--- config.mk ---
export PLATFORM = sky130hd
export DESIGN_NAME = register_rename_reorder_buffer
export DESIGN_NICKNAME = d
export VERILOG_FILES = /design/src/rtl/core/rrob_pkg.sv /design/src/rtl/core/rrob_mem.sv /design/src/rtl/core/register_rename_reorder_buffer.sv
export VERILOG_INCLUDE_DIRS = /design/src /design/src/rtl/core
export SDC_FILE = /design/constraint.sdc
export NUM_CORES = 2
export LEC_CHECK = 0
export BUFFER_PORTS_ARGS = -buffer_cell sky130_fd_sc_hd__buf_2
export CAP_MARGIN = 20
export CORE_MARGIN = 2
export CORE_UTILIZATION = 25
export DETAILED_ROUTE_END_ITERATION = 8
export PLACE_DENSITY_LB_ADDON = 0.1
export SLEW_MARGIN = 20
export SYNTH_ARGS = -nofsm -noshare
export SYNTH_HDL_FRONTEND = slang
export SYNTH_HIERARCHICAL = 1
export SYNTH_SLANG_ARGS = --single-unit
--- constraint.sdc ---
create_clock -name clock -period 7.8 [get_ports clock]
set_clock_uncertainty 0.15 [all_clocks]
set_input_delay 0.39 -clock clock [delete_from_list [all_inputs] [get_ports clock]]
set_output_delay 0.39 -clock clock [all_outputs]
set_load 0.01 [all_outputs]
--- src/rtl/core/register_rename_reorder_buffer_defines.svh ---
// ----------------------------------------------------------------------------
// Register rename and reorder buffer: assertion macros
// Shared property forms for the checks at the end of the top level.
// ----------------------------------------------------------------------------
`ifndef REGISTER_RENAME_REORDER_BUFFER_DEFINES_SVH
`define REGISTER_RENAME_REORDER_BUFFER_DEFINES_SVH

// same-cycle implication
`define RROB_ASSERT_NOW(label, clk, rst, ante, cons, msg) \
   label: assert property (@(posedge clk) disable iff (rst) (ante) |-> (cons)) else $error(msg);

// next-cycle implication
`define RROB_ASSERT_NXT(label, clk, rst, ante, cons, msg) \
   label: assert property (@(posedge clk) disable iff (rst) (ante) |=> (cons)) else $error(msg);

`endif

--- src/rtl/core/rrob_pkg.sv ---
// ----------------------------------------------------------------------------
// Register rename and reorder buffer: package
// Default sizes, field widths, operation and register codes, shared types.
// ----------------------------------------------------------------------------
package rrob_pkg;

   localparam int ROB_DEPTH_DEF = 64;
   localparam int ARCH_REGS_DEF = 67;
   localparam int MAX_WIDTH_DEF = 8;

   localparam int TAG_W  = 6;
   localparam int REG_W  = 8;
   localparam int DEST_W = 7;
   localparam int PC_W   = 32;
   localparam int CSR_W  = 7;

   localparam logic [DEST_W-1:0] NO_REG   = 7'h7F;
   localparam logic [REG_W-1:0]  NONE_OUT = 8'hFF;

   localparam logic [1:0] OP_RENAME    = 2'd0;
   localparam logic [1:0] OP_WRITEBACK = 2'd1;
   localparam logic [1:0] OP_RETIRE    = 2'd2;

   localparam logic CSR_ENTRIES = 1'b0;
   localparam logic CSR_WIDTH   = 1'b1;

   typedef struct packed {
      logic ent_we;
      logic map_we;
   } mem_ctl_type;

endpackage

--- src/rtl/core/rrob_mem.sv ---
// ----------------------------------------------------------------------------
// Register rename and reorder buffer: table storage
// Entry destination and address memory, and the map tag memory with two reads.
// ----------------------------------------------------------------------------
module rrob_mem
   import rrob_pkg::*;
#(
   parameter int ROB_DEPTH = ROB_DEPTH_DEF,
   parameter int ARCH_REGS = ARCH_REGS_DEF,
   localparam int PW = $clog2(ROB_DEPTH),
   localparam int AW = $clog2(ARCH_REGS)
) (
   input  logic              clock,
   input  mem_ctl_type       ctl,
   input  logic [PW-1:0]     ent_waddr,
   input  logic [DEST_W-1:0] ent_wdest,
   input  logic [PC_W-1:0]   ent_wpc,
   input  logic [PW-1:0]     ent_raddr,
   output logic [DEST_W-1:0] ent_rdest,
   output logic [PC_W-1:0]   ent_rpc,
   input  logic [AW-1:0]     map_waddr,
   input  logic [PW-1:0]     map_wtag,
   input  logic [AW-1:0]     map_raddr_a,
   input  logic [AW-1:0]     map_raddr_b,
   output logic [PW-1:0]     map_rdata_a,
   output logic [PW-1:0]     map_rdata_b
);

   logic [DEST_W-1:0] dest_mem [ROB_DEPTH];
   logic [PC_W-1:0]   pc_mem   [ROB_DEPTH];
   logic [PW-1:0]     tag_mem  [ARCH_REGS];

   always_ff @(posedge clock) begin
      if (ctl.ent_we) begin
         dest_mem[ent_waddr] <= ent_wdest;
         pc_mem[ent_waddr]   <= ent_wpc;
      end
      ent_rdest <= dest_mem[ent_raddr];
      ent_rpc   <= pc_mem[ent_raddr];
   end

   always_ff @(posedge clock) begin
      if (ctl.map_we) begin
         tag_mem[map_waddr] <= map_wtag;
      end
      map_rdata_a <= tag_mem[map_raddr_a];
      map_rdata_b <= tag_mem[map_raddr_b];
   end

endmodule

--- src/rtl/core/register_rename_reorder_buffer.sv ---
// ----------------------------------------------------------------------------
// Register rename and reorder buffer
// Rename map table with a circular reorder buffer, run by a small sequencer.
// ----------------------------------------------------------------------------
// An item is taken when start is high and busy is low. Rename goes through
// a map read, then a table update; writeback and unused operations answer
// with busy staying low. Retire frees entries one at a time: each entry
// costs an entry memory read, a map tag read and an update through the
// one retire step. Every result is shown for exactly one cycle with
// rsp_valid high and cannot be held off; rsp_last_result marks the final
// result of an item. Write the CSRs only while idle; a write of the entry
// count empties the buffer and the map at once, no clearing pass.
// ----------------------------------------------------------------------------
`include "register_rename_reorder_buffer_defines.svh"

module register_rename_reorder_buffer
   import rrob_pkg::*;
#(
   parameter int ROB_DEPTH = ROB_DEPTH_DEF,
   parameter int ARCH_REGS = ARCH_REGS_DEF,
   parameter int MAX_WIDTH = MAX_WIDTH_DEF
) (
   input  logic                    clock,
   input  logic                    reset,
   input  logic                    start,
   output logic                    busy,
   input  logic [1:0]              req_operation,
   input  logic signed [REG_W-1:0] req_src1_reg,
   input  logic signed [REG_W-1:0] req_src2_reg,
   input  logic signed [REG_W-1:0] req_dest_reg,
   input  logic [PC_W-1:0]         req_instr_pc,
   input  logic [TAG_W-1:0]        req_done_tag,
   output logic                    rsp_valid,
   output logic                    rsp_accepted,
   output logic [TAG_W-1:0]        rsp_src1_tag,
   output logic                    rsp_src1_ready,
   output logic [TAG_W-1:0]        rsp_src2_tag,
   output logic                    rsp_src2_ready,
   output logic [TAG_W-1:0]        rsp_dest_tag,
   output logic                    rsp_retire_valid,
   output logic [TAG_W-1:0]        rsp_retire_tag,
   output logic signed [REG_W-1:0] rsp_retire_dest,
   output logic [PC_W-1:0]         rsp_retire_pc,
   output logic                    rsp_last_result,
   input  logic                    csr_we,
   input  logic                    csr_index,
   input  logic [CSR_W-1:0]        csr_wdata
);

   localparam int PW = $clog2(ROB_DEPTH);
   localparam int CW = $clog2(ROB_DEPTH + 1);
   localparam int AW = $clog2(ARCH_REGS);
   localparam int NW = $clog2(MAX_WIDTH + 1);
   localparam int RST_ENTRIES = (ROB_DEPTH < 64) ? ROB_DEPTH : 64;
   localparam int RST_WIDTH   = (MAX_WIDTH < 4) ? MAX_WIDTH : 4;

   localparam logic [2:0] S_IDLE = 3'd0;
   localparam logic [2:0] S_REN  = 3'd1;
   localparam logic [2:0] S_CHK  = 3'd2;
   localparam logic [2:0] S_RD   = 3'd3;
   localparam logic [2:0] S_UPD  = 3'd4;

   logic [2:0]           state_ff, state_in;
   logic [CW-1:0]        entries_ff, entries_in;
   logic [NW-1:0]        width_ff, width_in;
   logic [PW-1:0]        head_ff, head_in;
   logic [PW-1:0]        tail_ff, tail_in;
   logic [CW-1:0]        free_ff, free_in;
   logic [NW-1:0]        cnt_ff, cnt_in;
   logic [ROB_DEPTH-1:0] ebusy_ff, ebusy_in;
   logic [ROB_DEPTH-1:0] eready_ff, eready_in;
   logic [ARCH_REGS-1:0] mvalid_ff, mvalid_in;

   logic [AW-1:0]        s1_idx_ff, s1_idx_in, s2_idx_ff, s2_idx_in;
   logic                 s1_ok_ff, s1_ok_in, s2_ok_ff, s2_ok_in;
   logic [DEST_W-1:0]    d_ff, d_in;
   logic [PC_W-1:0]      pc_ff, pc_in;
   logic [TAG_W-1:0]     pend_tag_ff, pend_tag_in;
   logic [REG_W-1:0]     pend_dest_ff, pend_dest_in;
   logic [PC_W-1:0]      pend_pc_ff, pend_pc_in;

   logic                 rv_ff, rv_in;
   logic                 acc_ff, acc_in;
   logic [TAG_W-1:0]     t1_ff, t1_in, t2_ff, t2_in, dt_ff, dt_in;
   logic                 r1_ff, r1_in, r2_ff, r2_in;
   logic                 ret_ff, ret_in;
   logic [TAG_W-1:0]     rtag_ff, rtag_in;
   logic [REG_W-1:0]     rdest_ff, rdest_in;
   logic [PC_W-1:0]      rpc_ff, rpc_in;
   logic                 last_ff, last_in;

   mem_ctl_type          mctl;
   logic [DEST_W-1:0]    ent_rdest;
   logic [PC_W-1:0]      ent_rpc;
   logic [AW-1:0]        map_raddr_a;
   logic [PW-1:0]        map_rdata_a, map_rdata_b;

   logic                 src1_ok, src2_ok, dst_ok;
   logic [CW-1:0]        head_inc, tail_inc;
   logic [PW-1:0]        head_nx, tail_nx;
   logic                 can_retire, wb_ok, d_in_range, map_hit;
   logic [AW-1:0]        d_idx;
   logic [31:0]          cfg_entries, cfg_width;
   int                   used_total;

   assign src1_ok = !req_src1_reg[REG_W-1] && (32'(req_src1_reg[REG_W-2:0]) < ARCH_REGS);
   assign src2_ok = !req_src2_reg[REG_W-1] && (32'(req_src2_reg[REG_W-2:0]) < ARCH_REGS);
   assign dst_ok  = !req_dest_reg[REG_W-1] && (32'(req_dest_reg[REG_W-2:0]) < ARCH_REGS);

   assign head_inc = CW'(head_ff) + CW'(1);
   assign tail_inc = CW'(tail_ff) + CW'(1);
   assign head_nx  = (head_inc >= entries_ff) ? '0 : PW'(head_inc);
   assign tail_nx  = (tail_inc >= entries_ff) ? '0 : PW'(tail_inc);

   assign can_retire = (cnt_ff < width_ff) && ebusy_ff[head_ff] && eready_ff[head_ff];
   assign wb_ok      = (32'(req_done_tag) < 32'(entries_ff)) && ebusy_ff[PW'(req_done_tag)];

   assign d_idx      = AW'(ent_rdest);
   assign d_in_range = (ent_rdest != NO_REG) && (32'(ent_rdest) < ARCH_REGS);
   assign map_hit    = d_in_range && mvalid_ff[d_idx] && (map_rdata_a == head_ff);

   assign map_raddr_a = (state_ff == S_IDLE) ? AW'(req_src1_reg[REG_W-2:0]) : d_idx;

   assign cfg_entries = (csr_wdata == '0) ? 32'd1 :
                        (32'(csr_wdata) > ROB_DEPTH) ? 32'(ROB_DEPTH) : 32'(csr_wdata);
   assign cfg_width   = (csr_wdata[3:0] == '0) ? 32'd1 :
                        (32'(csr_wdata[3:0]) > MAX_WIDTH) ? 32'(MAX_WIDTH) :
                        32'(csr_wdata[3:0]);

   assign used_total = $countones(ebusy_ff) + int'(free_ff);

   always_comb begin
      state_in     = state_ff;
      entries_in   = entries_ff;
      width_in     = width_ff;
      head_in      = head_ff;
      tail_in      = tail_ff;
      free_in      = free_ff;
      cnt_in       = cnt_ff;
      ebusy_in     = ebusy_ff;
      eready_in    = eready_ff;
      mvalid_in    = mvalid_ff;
      s1_idx_in    = s1_idx_ff;
      s2_idx_in    = s2_idx_ff;
      s1_ok_in     = s1_ok_ff;
      s2_ok_in     = s2_ok_ff;
      d_in         = d_ff;
      pc_in        = pc_ff;
      pend_tag_in  = pend_tag_ff;
      pend_dest_in = pend_dest_ff;
      pend_pc_in   = pend_pc_ff;
      rv_in        = 1'b0;
      acc_in       = 1'b0;
      t1_in        = '0;
      r1_in        = 1'b0;
      t2_in        = '0;
      r2_in        = 1'b0;
      dt_in        = '0;
      ret_in       = 1'b0;
      rtag_in      = '0;
      rdest_in     = '0;
      rpc_in       = '0;
      last_in      = 1'b0;
      mctl         = '0;

      unique case (state_ff)
         S_IDLE: begin
            if (start) begin
               unique case (req_operation)
                  OP_RENAME: begin
                     s1_idx_in = AW'(req_src1_reg[REG_W-2:0]);
                     s2_idx_in = AW'(req_src2_reg[REG_W-2:0]);
                     s1_ok_in  = src1_ok;
                     s2_ok_in  = src2_ok;
                     d_in      = dst_ok ? req_dest_reg[DEST_W-1:0] : NO_REG;
                     pc_in     = req_instr_pc;
                     state_in  = S_REN;
                  end
                  OP_WRITEBACK: begin
                     rv_in   = 1'b1;
                     last_in = 1'b1;
                     if (wb_ok) begin
                        eready_in[PW'(req_done_tag)] = 1'b1;
                        acc_in = 1'b1;
                     end
                  end
                  OP_RETIRE: begin
                     cnt_in   = '0;
                     state_in = S_CHK;
                  end
                  default: begin
                     rv_in   = 1'b1;
                     last_in = 1'b1;
                  end
               endcase
            end
         end
         S_REN: begin
            rv_in    = 1'b1;
            last_in  = 1'b1;
            state_in = S_IDLE;
            if (free_ff != '0) begin
               acc_in = 1'b1;
               if (s1_ok_ff && mvalid_ff[s1_idx_ff]) begin
                  t1_in = TAG_W'(map_rdata_a);
               end else begin
                  r1_in = 1'b1;
               end
               if (s2_ok_ff && mvalid_ff[s2_idx_ff]) begin
                  t2_in = TAG_W'(map_rdata_b);
               end else begin
                  r2_in = 1'b1;
               end
               dt_in = TAG_W'(tail_ff);
               if (d_ff != NO_REG) begin
                  mvalid_in[AW'(d_ff)] = 1'b1;
                  mctl.map_we = 1'b1;
               end
               mctl.ent_we        = 1'b1;
               ebusy_in[tail_ff]  = 1'b1;
               eready_in[tail_ff] = 1'b0;
               tail_in            = tail_nx;
               free_in            = free_ff - CW'(1);
            end
         end
         S_CHK: begin
            if (!can_retire || cnt_ff != '0) begin
               rv_in   = 1'b1;
               last_in = !can_retire;
               if (cnt_ff != '0) begin
                  ret_in   = 1'b1;
                  rtag_in  = pend_tag_ff;
                  rdest_in = pend_dest_ff;
                  rpc_in   = pend_pc_ff;
               end
            end
            state_in = can_retire ? S_RD : S_IDLE;
         end
         S_RD: begin
            state_in = S_UPD;
         end
         S_UPD: begin
            pend_tag_in  = TAG_W'(head_ff);
            pend_dest_in = (ent_rdest == NO_REG) ? NONE_OUT : {1'b0, ent_rdest};
            pend_pc_in   = ent_rpc;
            if (map_hit) begin
               mvalid_in[d_idx] = 1'b0;
            end
            ebusy_in[head_ff]  = 1'b0;
            eready_in[head_ff] = 1'b0;
            head_in  = head_nx;
            free_in  = free_ff + CW'(1);
            cnt_in   = cnt_ff + NW'(1);
            state_in = S_CHK;
         end
         default: begin
            state_in = S_IDLE;
         end
      endcase

      if (csr_we) begin
         unique case (csr_index)
            CSR_ENTRIES: begin
               entries_in = CW'(cfg_entries);
               free_in    = CW'(cfg_entries);
               head_in    = '0;
               tail_in    = '0;
               ebusy_in   = '0;
               eready_in  = '0;
               mvalid_in  = '0;
            end
            CSR_WIDTH: begin
               width_in = NW'(cfg_width);
            end
         endcase
      end
   end

   always_ff @(posedge clock) begin
      if (reset) begin
         state_ff   <= S_IDLE;
         entries_ff <= CW'(RST_ENTRIES);
         width_ff   <= NW'(RST_WIDTH);
         head_ff    <= '0;
         tail_ff    <= '0;
         free_ff    <= CW'(RST_ENTRIES);
         cnt_ff     <= '0;
         ebusy_ff   <= '0;
         eready_ff  <= '0;
         mvalid_ff  <= '0;
         rv_ff      <= 1'b0;
      end else begin
         state_ff   <= state_in;
         entries_ff <= entries_in;
         width_ff   <= width_in;
         head_ff    <= head_in;
         tail_ff    <= tail_in;
         free_ff    <= free_in;
         cnt_ff     <= cnt_in;
         ebusy_ff   <= ebusy_in;
         eready_ff  <= eready_in;
         mvalid_ff  <= mvalid_in;
         rv_ff      <= rv_in;
      end
   end

   always_ff @(posedge clock) begin
      s1_idx_ff    <= s1_idx_in;
      s2_idx_ff    <= s2_idx_in;
      s1_ok_ff     <= s1_ok_in;
      s2_ok_ff     <= s2_ok_in;
      d_ff         <= d_in;
      pc_ff        <= pc_in;
      pend_tag_ff  <= pend_tag_in;
      pend_dest_ff <= pend_dest_in;
      pend_pc_ff   <= pend_pc_in;
      acc_ff       <= acc_in;
      t1_ff        <= t1_in;
      r1_ff        <= r1_in;
      t2_ff        <= t2_in;
      r2_ff        <= r2_in;
      dt_ff        <= dt_in;
      ret_ff       <= ret_in;
      rtag_ff      <= rtag_in;
      rdest_ff     <= rdest_in;
      rpc_ff       <= rpc_in;
      last_ff      <= last_in;
   end

   rrob_mem #(
      .ROB_DEPTH(ROB_DEPTH),
      .ARCH_REGS(ARCH_REGS)
   ) u_mem (
      .clock      (clock),
      .ctl        (mctl),
      .ent_waddr  (tail_ff),
      .ent_wdest  (d_ff),
      .ent_wpc    (pc_ff),
      .ent_raddr  (head_ff),
      .ent_rdest  (ent_rdest),
      .ent_rpc    (ent_rpc),
      .map_waddr  (AW'(d_ff)),
      .map_wtag   (tail_ff),
      .map_raddr_a(map_raddr_a),
      .map_raddr_b(AW'(req_src2_reg[REG_W-2:0])),
      .map_rdata_a(map_rdata_a),
      .map_rdata_b(map_rdata_b)
   );

   assign busy             = (state_ff != S_IDLE);
   assign rsp_valid        = rv_ff;
   assign rsp_accepted     = acc_ff;
   assign rsp_src1_tag     = t1_ff;
   assign rsp_src1_ready   = r1_ff;
   assign rsp_src2_tag     = t2_ff;
   assign rsp_src2_ready   = r2_ff;
   assign rsp_dest_tag     = dt_ff;
   assign rsp_retire_valid = ret_ff;
   assign rsp_retire_tag   = rtag_ff;
   assign rsp_retire_dest  = rdest_ff;
   assign rsp_retire_pc    = rpc_ff;
   assign rsp_last_result  = last_ff;

   `RROB_ASSERT_NOW(a_occupancy, clock, reset, 1'b1, used_total == int'(entries_ff), "count drift")
   `RROB_ASSERT_NOW(a_ready_busy, clock, reset, 1'b1, (eready_ff & ~ebusy_ff) == '0, "stray ready")
   `RROB_ASSERT_NOW(a_busy_start, clock, reset, $rose(busy), $past(start), "busy without start")

endmodule
# Word level (Yosys, flattened, before mapping)
# Memory sizes are Yosys's and may differ from the RTL's. A register that Yosys moved wholly into a read port is not among the register bits.
# Index checks and enable logic that the tools add are counted.
# op_classes
addsub,5
n_lt_le_gt_ge,22
n_eq_ne,13
n_mux,86
bitwise_logic,11
reduce_logical,40
# ops
operator,count
two-way mux 64 bit,9
two-way mux 67 bit,5
AND 64 bit,3
one-hot mux 64 bit (3 select lines),1
one-hot mux 67 bit (2 select lines),1
inverter 64 bit,2
bitwise OR 64 bit,2
one-hot mux 64 bit (2 select lines),1
AND 67 bit,1
inverter 67 bit,1
bitwise OR 67 bit,1
two-way mux 6 bit,9
two-way mux 7 bit,6
"less-than comparator 7 x 8 -> 1 bit, second input constant",4
"less-than comparator 7 bit, second input constant",4
two-way mux 1 bit,27
binary-select mux 1 bit (select 7 bit),3
"less-than comparator 6 x 7 -> 1 bit, second input constant",3
binary-select mux 1 bit (select 6 bit),3
demux 1 bit (select 6 bit),3
">= comparator 6 x 1 -> 1 bit, second input constant",3
logical AND 1 bit,16
two-way mux 4 bit,4
AND reduction 3 bit,5
other kinds (44),60
# word_totals
regBits,403
mem_bits_rw,2898
n_memories,3
# mem_list
memory,depth,width,read_ports,rd_ports_with_merged_regs,wr,line,rtl
u_mem.pc_mem,64,32,1,1,1,rrob_mem.sv:30,logic [PC_W-1:0] pc_mem [ROB_DEPTH];
u_mem.dest_mem,64,7,1,1,1,rrob_mem.sv:29,logic [DEST_W-1:0] dest_mem [ROB_DEPTH];
u_mem.tag_mem,67,6,2,2,1,rrob_mem.sv:31,logic [PW-1:0] tag_mem [ARCH_REGS];

# Logic depth before layout (Yosys ltp)
# depth
ltp_word,11
depth_mapped,14

# By module
# The synthesis kept the hierarchy.
# by_module_without_submodules
mod,n_inst,cells_per_inst,area_per_inst_um2,seq_area_each_um2
rrob_mem,1,4984,114900.2,88044.4
register_rename_reorder_buffer,1,2108,19950.4,9078.7

# Worst setup path before layout
# OpenSTA, ideal clock, no wires.
# synth_timing
path_type,reg-to-reg
from,reg state_ff[2]
to,"reg d_ff[0], enable pin"
t_arrival_ns,5.151
required_ns,7.102
slack_ns,1.951
path_stages_with_launch,5
n_path_buf,1
path_cell_list,dfxtp_1 -> clkbuf_1 -> nor3_2 -> inv_1 -> nor3b_1
# synth_between
elab_chain_len,2
# synth_rtl
item,line,rtl
start: declaration,register_rename_reorder_buffer.sv:63,"logic [2:0] state_ff, state_in;"
start signal: assignment,register_rename_reorder_buffer.sv:293,state_ff <= state_in;
logical NOT 3 bit,register_rename_reorder_buffer.sv:166,unique case (state_ff)
AND reduction 3 bit (no source line),--,
end signal: assignment,register_rename_reorder_buffer.sv:312,d_ff <= d_in;
end: declaration,register_rename_reorder_buffer.sv:76,"logic [DEST_W-1:0] d_ff, d_in;"
# Every way passes these cells.
# A chain may end at the register's enable or synchronous reset.

# Worst setup path after layout
# layout_timing
from,reg free_ff[0]
to,"mem u_mem.pc_mem[45][19], enable pin"
# layout_between
elab_chain_len,5
# layout_rtl
item,line,rtl
start: declaration,register_rename_reorder_buffer.sv:68,"logic [CW-1:0] free_ff, free_in;"
start signal: assignment,register_rename_reorder_buffer.sv:286,free_ff <= CW'(RST_ENTRIES);
start signal: assignment,register_rename_reorder_buffer.sv:298,free_ff <= free_in;
nonzero test 7 bit,register_rename_reorder_buffer.sv:202,if (free_ff != '0) begin
two-way mux 2 bit,register_rename_reorder_buffer.sv:202,
two-way mux 2 bit,register_rename_reorder_buffer.sv:166,
two-way mux 1 bit,rrob_mem.sv:34,if (ctl.ent_we) begin
two-way mux 1 bit (implied by the code),rrob_mem.sv:36,pc_mem[ent_waddr] <= ent_wpc;
end: declaration,rrob_mem.sv:30,
# Every way passes these cells.

==> qor.yml <==
power_and_ir_drop:
  clockPowerShare_pct: 48.0
  max-vdd-ir-drop_mv: 0.179
  switchingPower_mw: 8.34
  p_leak_nw: 47.7
  p_per_area_mw_per_mm2: 244
  intPower_mw: 30.8
  swShare_pct: 21.3
  pwr-share-comb_pct: 2.2
  p_seq_share_pct: 49.8
synthesis:
  async_flop_share_pct: 0
  postSynthCellCount: 7092
  avgSynthCellArea_sq_um: 19.0
  synth_seq_area_share_pct: 72.0
  synthDistinctLibCells: 87
  yosysTopAreaCell: "edfxtp_1"
  netlist_area_sq_mm: 0.135
  synth_top_area_share_pct: 66.8
  synthFlopType: "edfxtp_1"
  ys_seq_elements: 3352
  synth_nets: 7196
  synth-edff-count: 2999
  ys_warn_count: 6
  netlist_top_cells_area: "edfxtp_1 67%, mux4_2 16%, dfxtp_1 5.2%, mux2i_1 1.3%, o21ai_0 0.88%"
sta:
  finalSetupViolations: 0
  worstMarginPinSlew_ps: 1180
  hold_viol: 0
  min_period_over_period_pct: 66.0
  drv_slew: 0
  fmax_mhz: 194
  tns_ps: 0
  rsz0062_at_grt: "no"
  layout_min_cycle_time_ps: 5150
  fin_hold_ws_ps: 65.9
  relSlewSlack_pct: 21.1
drt:
  ant_nets: 0
  viasPerCell: 4.88
  drc: 0
  vias: 73700
  drtIter0Drc: 7263
  wl_per_cell_microns: 32.2
  wl_microns: 487000
  drtPass1Iterations: 5
setup_path:
  arrival_ps: 5640
  worstPathMaxFanout: 23
  worstPathRequired_ps: 8290
  critical_path.endpoint_type: "flop"
  worst_setup_path_start_kind: "flop"
  r2r_setup_slack_ps: 2650
  path_class: "flop to flop"
clocking:
  post_cts_buffers: 0
  clk_path_buf_depth: 4
  htreeDepth: 5
  path_clk_slew_ps: 60
  cts_root_buf: "clkbuf_16"
  clkSinkCount: 3352
  cts_buffers: 392
  cts_tree: "done"
  clock_latency_ps: 980
grt:
  grt_first_pass_wirelength_microns: 667000
  grt_max_degree: 89
  track_usage_pct: 17.4
  grt_pass1_vias: 75800
  overflow: 0
  antenna_found_initial: 41
floorplanning:
  io_pins: 147
  die_height_microns: 738
  die_area_sq_mm: 0.545
  core_area_sq_mm: 0.537
  start_util_pct: 25.1
  rows: 269
  fp.dieW_microns: 738
cells_and_area:
  post-route-util_pct: 29.8
  drive_above_1_share_pct: 26.9
  final_cell_mix: "2,999 x edfxtp_1, 950 x mux4_2, 400 x clkbuf_16"
  instances_no_fill: 15100
  finalNetCount: 7693
  layout.cells.most_common: "edfxtp_1"
  area_growth_pct: 18.7
job:
  cap_violations: 0
placement:
  dp_hpwl_microns: 310000
  dp_cells: 14200
  port-buffer-count: 146
  place.gp.congestion: 0.801
run_status:
  outcome: "complete, no violations"
worst_hold_path:
  worstHoldPathType: "primary input to flop"
## worst max-delay path, cell delays in order, from the launching register on
cell     delay [ps]
dfxtp_1         430
inv_1           110
ha_1            250
or3b_1          320
or4_4           280
nand2_2          90
inv_1           590
nor2b_1         380
nand3_2         690
nor2_4         1050
buf_4           400
## per-stage QoR
stage / setup WS [ps] / power (mW) / instance area [sq um]
2_1_floorplan: 1950 / 20.3 / 135000
3_3_place_gp: 2580 / 20.7 / 146000
3_5_place_dp: 2610 / 20.7 / 146000
4_1_cts: 2590 / 39.7 / 160000
5_1_grt: 2410 / 40.4 / 160000
6_report: 2650 / 39.1 / 160000
## per-layer routing
metal | track usage, % | share of wire, %
met1 | 23.9 | 45
met2 | 29.6 | 49
met3 | 2.19 | 4.3
met4 | 3.06 | 1.8
met5 | 0 | 0.0016
## cell usage after synthesis, types with 10 or more instances
cell         n
o22ai_1     55
nand2b_1    42
a31oi_1     96
a211oi_1    84
nor3b_1     12
clkbuf_1   236
buf_1       30
a22oi_1     46
and3_1      23
inv_1       37
o21ai_1     27
o221ai_1    16
nor2_1     292
ha_1        28
mux2i_1    180
a21oi_1    227
buf_2      157
and2_1      71
mux2_2      36
or2_2       10
mux4_2     950
o311a_1     22
nor3_1      76
o21ai_0    237
buf_4       14
edfxtp_1  2999
dfxtp_1    353
nor2b_1     48
xnor2_1     12
nand3b_1    21
o311ai_0    22
o31ai_1     17
nand3_1     96
buf_6       12
nand2_1    267
a221oi_1    55
or3_1       14
nand4_1     32
## final timing paths
check / from / to / depth (start not counted)
setup reg to reg: free_ff[0] / u_mem/pc_mem[45][19] / 10
hold / removal: req_instr_pc[9] / pc_ff[9] / 2
hold reg to reg: u_mem/ent_rpc[16] / pend_pc_ff[16] / 0
setup / recovery: free_ff[0] / u_mem/pc_mem[45][19] / 10
## power groups by stage
stage / logic [mW] / clock network [mW] / registers, mW
CTS: 0.889 / 19.3 / 19.5
detailed placement: 0.839 / 0 / 19.8
global route: 0.923 / 20.0 / 19.5
floorplan: 0.389 / 0 / 19.9
finish: 0.868 / 18.8 / 19.5
global placement: 0.836 / 0 / 19.8
## layout make-up
type / count / area [sq um]
timing repair buffer: 553 / 4440
fill: 52400 / 377000
multi-input combinational: 3249 / 36200
clock buffer: 477 / 10400
inverter: 41 / 158
antenna: 18 / 45.0
clock inverter: 248 / 2570
sequential: 3352 / 97200
tap: 7181 / 8980
## cells by family (layout without fill, tap and decap cells)
| family | Yosys count | in the layout | synth area share (%) |
|---|---|---|---|
| flops | 3352 | 3352 | 72.0 |
| mux | 1172 | 1172 | 17.6 |
| simple gates | 1043 | 1043 | 3.74 |
| compound gates | 990 | 990 | 4.66 |
| buf+inv | 491 | 1319 | 1.63 |
| fa+ha+maj | 28 | 28 | 0.260 |
| xor+xnor | 16 | 16 | 0.104 |
| other cells | 0 | 18 | 0 |
## timing repair
action                    CTS  global route
resized for setup           0             0
hold endpoints to repair  137             0
hold buffers              129             0
## sequential cells by signal (all words and copies together), names as in the netlist, 64 cells and up
name	count
u_mem/tag_mem	402
u_mem/pc_mem	2048
ebusy_ff	64
mvalid_ff	67
u_mem/dest_mem	448
eready_ff	64
(Power assumes the default switching activity.)
